File: config.mk
export PLATFORM = sky130hd
export DESIGN_NAME = xtea_block_cipher_top
export DESIGN_NICKNAME = d
export VERILOG_FILES = /design/src/hdl/xtea_pkg.sv /design/src/hdl/xtea_dp.sv /design/src/hdl/xtea_ctrl.sv /design/src/hdl/xtea_block_cipher_top.sv
export SDC_FILE = /design/constraint.sdc
export NUM_CORES = 1
export LEC_CHECK = 0
export BUFFER_PORTS_ARGS = -buffer_cell sky130_fd_sc_hd__buf_4
export CORE_ASPECT_RATIO = 0.6
export CORE_UTILIZATION = 35
export DETAILED_ROUTE_END_ITERATION = 8
export PLACE_DENSITY = 0.6
export SYNTH_ARGS = -nofsm -noshare
export SYNTH_HDL_FRONTEND = slang
export SYNTH_SLANG_ARGS = --single-unit
File: constraint.sdc
create_clock -name clk -period 7.17 [get_ports clk]
set_clock_uncertainty 0.1 [all_clocks]
set_input_delay 0.3585 -clock clk [delete_from_list [all_inputs] [get_ports clk]]
set_output_delay 0.3585 -clock clk [all_outputs]
set_load 0.05 [all_outputs]
File: src/hdl/xtea_pkg.sv
// Shared types, constants and round helper for the XTEA block cipher.
// No dependencies; every other file in hdl refers to it by scoped names.
package xtea_pkg;

  localparam logic [31:0] DELTA = 32'h9E37_79B9;
  localparam int unsigned HalfW = 32;
  localparam int unsigned RndW  = 8;

  // Configuration register indexes.
  typedef enum logic [2:0] {
    CFG_KEY0   = 3'd0,
    CFG_KEY1   = 3'd1,
    CFG_KEY2   = 3'd2,
    CFG_KEY3   = 3'd3,
    CFG_ROUNDS = 3'd4
  } cfg_reg_t;

  typedef enum logic [1:0] {
    ST_IDLE,
    ST_RUN,
    ST_FIN
  } ctrl_state_t;

  // Commands from the controller to the datapath.
  typedef struct packed {
    logic load;   // capture the accepted item
    logic step;   // perform one half-round
    logic phase;  // 0: first half-round of a cycle, 1: second
    logic push;   // copy the finished block into the output register
  } ctrl_cmd_t;

  // Status from the datapath to the controller.
  typedef struct packed {
    logic [RndW-1:0] round_count;
  } dp_status_t;

  // XTEA mixing function: ((x << 4) ^ (x >> 5)) + x.
  function automatic logic [HalfW-1:0] mix(input logic [HalfW-1:0] x);
    logic [HalfW-1:0] t;
    t = (x << 4) ^ (x >> 5);
    return t + x;
  endfunction

endpackage

File: src/hdl/xtea_dp.sv
// Datapath of the XTEA block cipher: key and round registers, block halves,
// running sum, one half-round unit and the output register. Uses xtea_pkg.
module xtea_dp (
  input  logic                       clk,
  input  logic                       cfg_we,
  input  logic [2:0]                 cfg_index,
  input  logic [31:0]                cfg_data,
  input  logic                       rst_n,
  input  xtea_pkg::ctrl_cmd_t        cmd,
  output xtea_pkg::dp_status_t       status,
  input  logic                       in_mode,
  input  logic [xtea_pkg::HalfW-1:0] in_left,
  input  logic [xtea_pkg::HalfW-1:0] in_right,
  output logic [xtea_pkg::HalfW-1:0] out_left,
  output logic [xtea_pkg::HalfW-1:0] out_right
);

  logic [xtea_pkg::HalfW-1:0] key_r [4];
  logic [xtea_pkg::RndW-1:0]  rounds_r;
  logic [xtea_pkg::HalfW-1:0] dec_sum_r;
  logic [xtea_pkg::HalfW-1:0] a_r, b_r, s_r;
  logic                       mode_r;
  logic [xtea_pkg::HalfW-1:0] out_left_r, out_right_r;

  logic [xtea_pkg::HalfW+xtea_pkg::RndW-1:0] dec_prod;
  logic                       tgt_b;
  logic [xtea_pkg::HalfW-1:0] src, tgt, mixed, keyed, upd, kw;
  logic [1:0]                 ksel;

  // Start sum for decryption follows the round count, so it is worked out
  // when the round count is written.
  assign dec_prod = (xtea_pkg::HalfW + xtea_pkg::RndW)'(xtea_pkg::DELTA)
                  * (xtea_pkg::HalfW + xtea_pkg::RndW)'(cfg_data[xtea_pkg::RndW-1:0]);

  always_ff @(posedge clk) begin
    if (!rst_n) begin
      key_r[0]  <= '0;
      key_r[1]  <= '0;
      key_r[2]  <= '0;
      key_r[3]  <= '0;
      rounds_r  <= xtea_pkg::RndW'(32);
      dec_sum_r <= 32'hC6EF_3720;
    end else if (cfg_we) begin
      unique case (xtea_pkg::cfg_reg_t'(cfg_index))
        xtea_pkg::CFG_KEY0: key_r[0] <= cfg_data;
        xtea_pkg::CFG_KEY1: key_r[1] <= cfg_data;
        xtea_pkg::CFG_KEY2: key_r[2] <= cfg_data;
        xtea_pkg::CFG_KEY3: key_r[3] <= cfg_data;
        xtea_pkg::CFG_ROUNDS: begin
          rounds_r  <= cfg_data[xtea_pkg::RndW-1:0];
          dec_sum_r <= dec_prod[xtea_pkg::HalfW-1:0];
        end
        default: ;
      endcase
    end
  end

  assign status.round_count = rounds_r;

  // The half that changes alternates; decryption runs the halves in the
  // opposite order, which also picks the upper selector bits of the sum.
  assign tgt_b = mode_r ^ cmd.phase;
  assign src   = tgt_b ? a_r : b_r;
  assign tgt   = tgt_b ? b_r : a_r;
  assign ksel  = tgt_b ? s_r[12:11] : s_r[1:0];
  assign kw    = key_r[ksel];
  assign mixed = xtea_pkg::mix(src);
  assign keyed = mixed ^ (s_r + kw);
  assign upd   = mode_r ? (tgt - keyed) : (tgt + keyed);

  always_ff @(posedge clk) begin
    if (cmd.load) begin
      a_r    <= in_left;
      b_r    <= in_right;
      mode_r <= in_mode;
      s_r    <= in_mode ? dec_sum_r : '0;
    end else if (cmd.step) begin
      if (tgt_b) begin
        b_r <= upd;
      end else begin
        a_r <= upd;
      end
      if (!cmd.phase) begin
        s_r <= mode_r ? (s_r - xtea_pkg::DELTA) : (s_r + xtea_pkg::DELTA);
      end
    end
    if (cmd.push) begin
      out_left_r  <= a_r;
      out_right_r <= b_r;
    end
  end

  assign out_left  = out_left_r;
  assign out_right = out_right_r;

endmodule

File: src/hdl/xtea_ctrl.sv
// Controller of the XTEA block cipher: sequences half-rounds and owns the
// input and output handshakes. Uses xtea_pkg.
module xtea_ctrl (
  input  logic                 clk,
  input  logic                 rst_n,
  input  logic                 in_valid,
  output logic                 in_ready,
  output logic                 out_valid,
  input  logic                 out_ready,
  input  xtea_pkg::dp_status_t status,
  output xtea_pkg::ctrl_cmd_t  cmd
);

  xtea_pkg::ctrl_state_t       state_r, state_nxt;
  logic [xtea_pkg::RndW-1:0]   cnt_r, cnt_nxt;
  logic                        phase_r, phase_nxt;
  logic                        out_valid_r, out_valid_nxt;
  logic                        out_free;

  always_ff @(posedge clk) begin
    if (!rst_n) begin
      state_r     <= xtea_pkg::ST_IDLE;
      cnt_r       <= '0;
      phase_r     <= 1'b0;
      out_valid_r <= 1'b0;
    end else begin
      state_r     <= state_nxt;
      cnt_r       <= cnt_nxt;
      phase_r     <= phase_nxt;
      out_valid_r <= out_valid_nxt;
    end
  end

  assign out_free = !out_valid_r || out_ready;

  always_comb begin
    state_nxt     = state_r;
    cnt_nxt       = cnt_r;
    phase_nxt     = phase_r;
    out_valid_nxt = out_valid_r && !out_ready;
    cmd           = '0;
    cmd.phase     = phase_r;
    in_ready      = 1'b0;
    unique case (state_r)
      xtea_pkg::ST_IDLE: begin
        in_ready = 1'b1;
        if (in_valid) begin
          cmd.load  = 1'b1;
          cnt_nxt   = status.round_count;
          phase_nxt = 1'b0;
          state_nxt = (status.round_count == '0) ? xtea_pkg::ST_FIN : xtea_pkg::ST_RUN;
        end
      end
      xtea_pkg::ST_RUN: begin
        cmd.step  = 1'b1;
        phase_nxt = !phase_r;
        if (phase_r) begin
          cnt_nxt = cnt_r - xtea_pkg::RndW'(1);
          if (cnt_r == xtea_pkg::RndW'(1)) begin
            state_nxt = xtea_pkg::ST_FIN;
          end
        end
      end
      xtea_pkg::ST_FIN: begin
        if (out_free) begin
          cmd.push      = 1'b1;
          out_valid_nxt = 1'b1;
          state_nxt     = xtea_pkg::ST_IDLE;
        end
      end
      default: state_nxt = xtea_pkg::ST_IDLE;
    endcase
  end

  assign out_valid = out_valid_r;

endmodule

File: src/hdl/xtea_block_cipher_top.sv
// XTEA block cipher, one 64-bit block per item. After acceptance the item runs
// round_count rounds, one half-round per cycle in a single shared round unit,
// then goes to the output register; the next item is taken only after that.
// Synchronous active-low reset: keys clear to zero, round_count to 32, the
// controller idles and no result is shown. No clearing pass is needed.
// Depends on xtea_pkg, xtea_ctrl and xtea_dp.
module xtea_block_cipher_top (
  input  logic        clk,
  input  logic        rst_n,
  // Input stream.
  input  logic        in_tvalid,
  output logic        in_tready,
  input  logic [63:0] in_tdata,   // [31:0] block_left, [63:32] block_right
  input  logic [0:0]  in_tuser,   // [0] mode: 0 encrypt, 1 decrypt
  // Result stream.
  output logic        out_tvalid,
  input  logic        out_tready,
  output logic [63:0] out_tdata,  // [31:0] result_left, [63:32] result_right
  // Configuration writes: 0..3 key words, 4 round count, others ignored.
  input  logic        cfg_valid,
  output logic        cfg_ready,
  input  logic [2:0]  cfg_index,
  input  logic [31:0] cfg_data
);

  xtea_pkg::ctrl_cmd_t  cmd;
  xtea_pkg::dp_status_t status;
  logic [xtea_pkg::HalfW-1:0] res_left, res_right;

  // Register writes are always taken; the user must issue them only while idle (not enforced here).
  assign cfg_ready = 1'b1;

  // The controller walks through the rounds and holds the output valid flag,
  // so a new item is taken while a finished result still waits.
  xtea_ctrl u_ctrl (
    .clk       (clk),
    .rst_n     (rst_n),
    .in_valid  (in_tvalid),
    .in_ready  (in_tready),
    .out_valid (out_tvalid),
    .out_ready (out_tready),
    .status    (status),
    .cmd       (cmd)
  );

  // The datapath holds the key, the block halves, the running sum and the
  // output register, and applies one half-round per step command.
  xtea_dp u_dp (
    .clk       (clk),
    .cfg_we    (cfg_valid),
    .cfg_index (cfg_index),
    .cfg_data  (cfg_data),
    .rst_n     (rst_n),
    .cmd       (cmd),
    .status    (status),
    .in_mode   (in_tuser[0]),
    .in_left   (in_tdata[31:0]),
    .in_right  (in_tdata[63:32]),
    .out_left  (res_left),
    .out_right (res_right)
  );

  assign out_tdata = {res_right, res_left};

endmodule
==> results.py <==
metrics = {
    "route": {
        "vias": 19701,
        "viasPerCell": 5.254,
        "wire_per_inst_um": 19.01,
        "drt_first_iter_violations": 1614,
        "drc": 0,
        "postRouteAntennaNets": 0,
        "dr.pass1.iters": 7,
        "routed_wl_um": 71270,
    },
    "timing": {
        "min_period_ns": 6.929,
        "slew_headroom_pct": 14.32,
        "drv_slew": 0,
        "fin_crit_sh_pct": 96.64,
        "hold_viol_final": 0,
        "worst_slew_pin_slew_ns": 1.284,
        "finalWorstSetupSlack_ns": 0.2411,
        "grt_setup_unrepaired": "yes",
        "finalSetupViolCount": 0,
        "fmax_mhz": 144.3,
        "whs_ns": 0.01439,
    },
    "yosys": {
        "synth_compound_area_share_pct": 14.38,
        "synth_ff_type": "edfxtp_1",
        "synth-adder-area-share_pct": 15.29,
        "ys_types": 90,
        "synth_area_mm2": 0.02443,
        "yosys_warnings": 0,
        "ys_seq_area_share_pct": 39.54,
        "netlist_instances": 2432,
        "async_flop_share_pct": 0,
        "synth_top_family_by_area": "simple AND/OR/NAND/NOR gates",
        "syn-num-nets": 2796,
        "synth_xor_xnor_area_share_pct": 8.042,
        "yosys.area_share.simple_pct": 15.43,
        "synth_mux_area_share_pct": 3.770,
        "avgSynthCellArea_um2": 10.04,
        "synth-edff-count": 289,
        "synth_seq_cells": 338,
    },
    "global_routing": {
        "track_usage_pct": 19.96,
        "antenna_found_initial": 2,
        "use_met3_pct": 3.745,
        "grt_pass1_wl_um": 110800,
        "grt_overflow": 0,
        "grt_busiest_layer": "met1",
        "use_met2_pct": 27.18,
        "grt_pass1_vias": 19112,
        "use_met1_pct": 32.32,
        "grt_max_degree": 65,
    },
    "job": {
        "cap_viol_max_count": 0,
    },
    "critical_path": {
        "slowest_delay_ns": 0.57,
        "critPathArrivalTime_ns": 7.11,
        "worstPathRequired_ns": 7.35,
        "endpoint_kind": "flip-flop",
        "startpoint_type": "flip-flop",
        "ff2ff_path_depth": 30,
        "worstSetupPathType": "flip-flop to flip-flop",
        "slowest_stage": "mux4_2",
        "timing.critical_path.from": "u_dp.mode_r",
        "cp_max_fo": 6,
        "r2r_end": "u_dp.b_r[27]",
        "r2r_slack_ns": 0.24,
        "r2r_start": "u_dp.mode_r",
        "worst_path_most_repeated_cell": "o21ai_2",
    },
    "placed_design": {
        "gp_congestion": 0.9442,
        "hpwl_um": 55240,
        "dpl.cell_count": 3587,
        "dp_slack_ns": -0.2412,
        "portBuffers": 170,
    },
    "finish": {
        "drive_gt1_share_pct": 19.96,
        "final_cell_count_no_fill": 3750,
        "final_common_cell": "buf_4",
        "final_nets": 3175,
        "mostFrequentLayoutCells": "350 x buf_4, 340 x nand2_1, 289 x edfxtp_1",
        "fin_util_pct": 44.48,
        "areaGrowthSynthToFinish_pct": 24.77,
    },
    "die": {
        "die_area_mm2": 0.07089,
        "fp.dieH_um": 206.6,
        "core.rowCount": 74,
        "start_util_pct": 35.65,
        "ioPinCount": 172,
        "die_w_um": 343.1,
        "fp.coreArea_mm2": 0.06852,
    },
    "status": {
        "outcome": "complete, no violations",
    },
    "worst_hold_path": {
        "hold_class": "input port to flip-flop",
        "holdPathEnd": "u_dp.b_r[26]",
        "hold_depth": 3,
        "hp-start": "in_tdata[58]",
    },
    "cts": {
        "clkSlewWorstSetupHoldPaths_ns": 0.06,
        "cts_tree": "yes",
        "cts.sinks": 338,
        "cts_made_buffers": 34,
        "root_buffer": "clkbuf_16",
        "h-tree-depth": 2,
        "clock_path_buffers": 3,
        "clk_latency_ns": 0.56,
    },
}
[registers in the layout (all words and copies together) (netlist names)]
register,flops
u_dp.s_r,32
u_dp.key_r,128
u_ctrl.cnt_r,8
u_dp.status,5
u_dp.dec_sum_r,32
u_dp.a_r,32
u_ctrl.state_r,2
u_dp.out_left,32
u_dp.b_r,32
u_ctrl.phase_r,1
u_dp.mode_r,1
u_ctrl.out_valid,1
u_dp.out_right,32
[worst max-delay path by stage]
stage	cells after the start	endpoint	slack, ns
4_1_cts	28	u_dp.b_r[31]	0.004
3_3_place_gp	29	u_dp.b_r[31]	0.03
6_report	30	u_dp.b_r[27]	0.24
5_1_grt	33	u_dp.a_r[27]	-0.13
3_5_place_dp	29	u_dp.b_r[31]	-0.24
2_1_floorplan	30	u_dp.a_r[31]	0.01
[logic make-up (layout without fill, tap and decap cells)]
group	count (synthesis)	count (layout)
DFF	338	338
AOI/OAI and AO/OA	551	551
other	1	3
buffers and inverters	228	632
muxes	52	52
and+or+nand+nor	786	786
adders and majority gates	259	259
xor gates and xnor gates	217	217
[repair_timing]
action                     in CTS  in global routing
hold buffers                   67                  0
pin swaps                      10                 46
gates resized for setup         9                 95
gates cloned                    0                  2
hold endpoints to repair       86                  0
buffers inserted                3                 28
setup endpoints to repair       4                 18
[worst max-delay path, delay by kind of cell (launching register included)]
| family | cells | cell delay (ns) |
|---|---|---|
| XOR/XNOR | 5 | 1.02 |
| flip-flops | 1 | 0.46 |
| multiplexers | 1 | 0.57 |
| buffers and inverters | 3 | 0.46 |
| adder cells (fa/ha/maj) | 2 | 0.59 |
| AND/OR/NAND/NOR | 6 | 1.07 |
| AO/OA/AOI/OAI | 13 | 2.37 |
[cells in the mapped netlist (all sizes together), types with 21 or more instances]
master / instances / area [um2]
mux4: 32 / 720.7
nand3: 52 / 265.3
xnor2: 131 / 1155
xor2: 82 / 718.2
o21ai: 120 / 600.6
ha: 193 / 2415
a21oi: 169 / 849.6
o21a: 21 / 157.7
nand2: 346 / 1301
nor2: 110 / 412.9
nor3: 47 / 240.2
inv: 143 / 536.8
a21o: 85 / 638.1
a211oi: 24 / 185.2
edfxtp: 289 / 8678
dfxtp: 49 / 980.9
and2: 119 / 747.0
fa: 66 / 1321
clkbuf: 80 / 300.3
[layout make-up]
| class | instances | area, um2 |
|---|---|---|
| Multi-Input combinational cell | 1866 | 14560 |
| Clock buffer | 39 | 890.9 |
| Antenna cell | 2 | 5.005 |
| Clock inverter | 22 | 203.9 |
| Inverter | 144 | 546.8 |
| Tap cell | 912 | 1141 |
| Sequential cell | 338 | 9659 |
| Fill cell | 6455 | 38040 |
| Timing Repair inverter | 1 | 7.507 |
| Timing Repair Buffer | 426 | 3465 |
[metrics by stage]
step	TNS [ns]	cell area, um2
5_1_grt	-0.5465	30480
2_1_floorplan	0	24480
3_5_place_dp	-0.6344	27880
6_report	0	30480
3_3_place_gp	0	27880
4_1_cts	0	29710
[layer usage]
metal,wire length [um],up-vias
met1,37240,9588
li1,-,9454
met4,768,0
met2,27900,597
met3,5360,62
met5,0,-
Power is left out: the tool's default activity adds up to more than one toggle a clock period on the data nets, which glitch-free logic cannot reach.
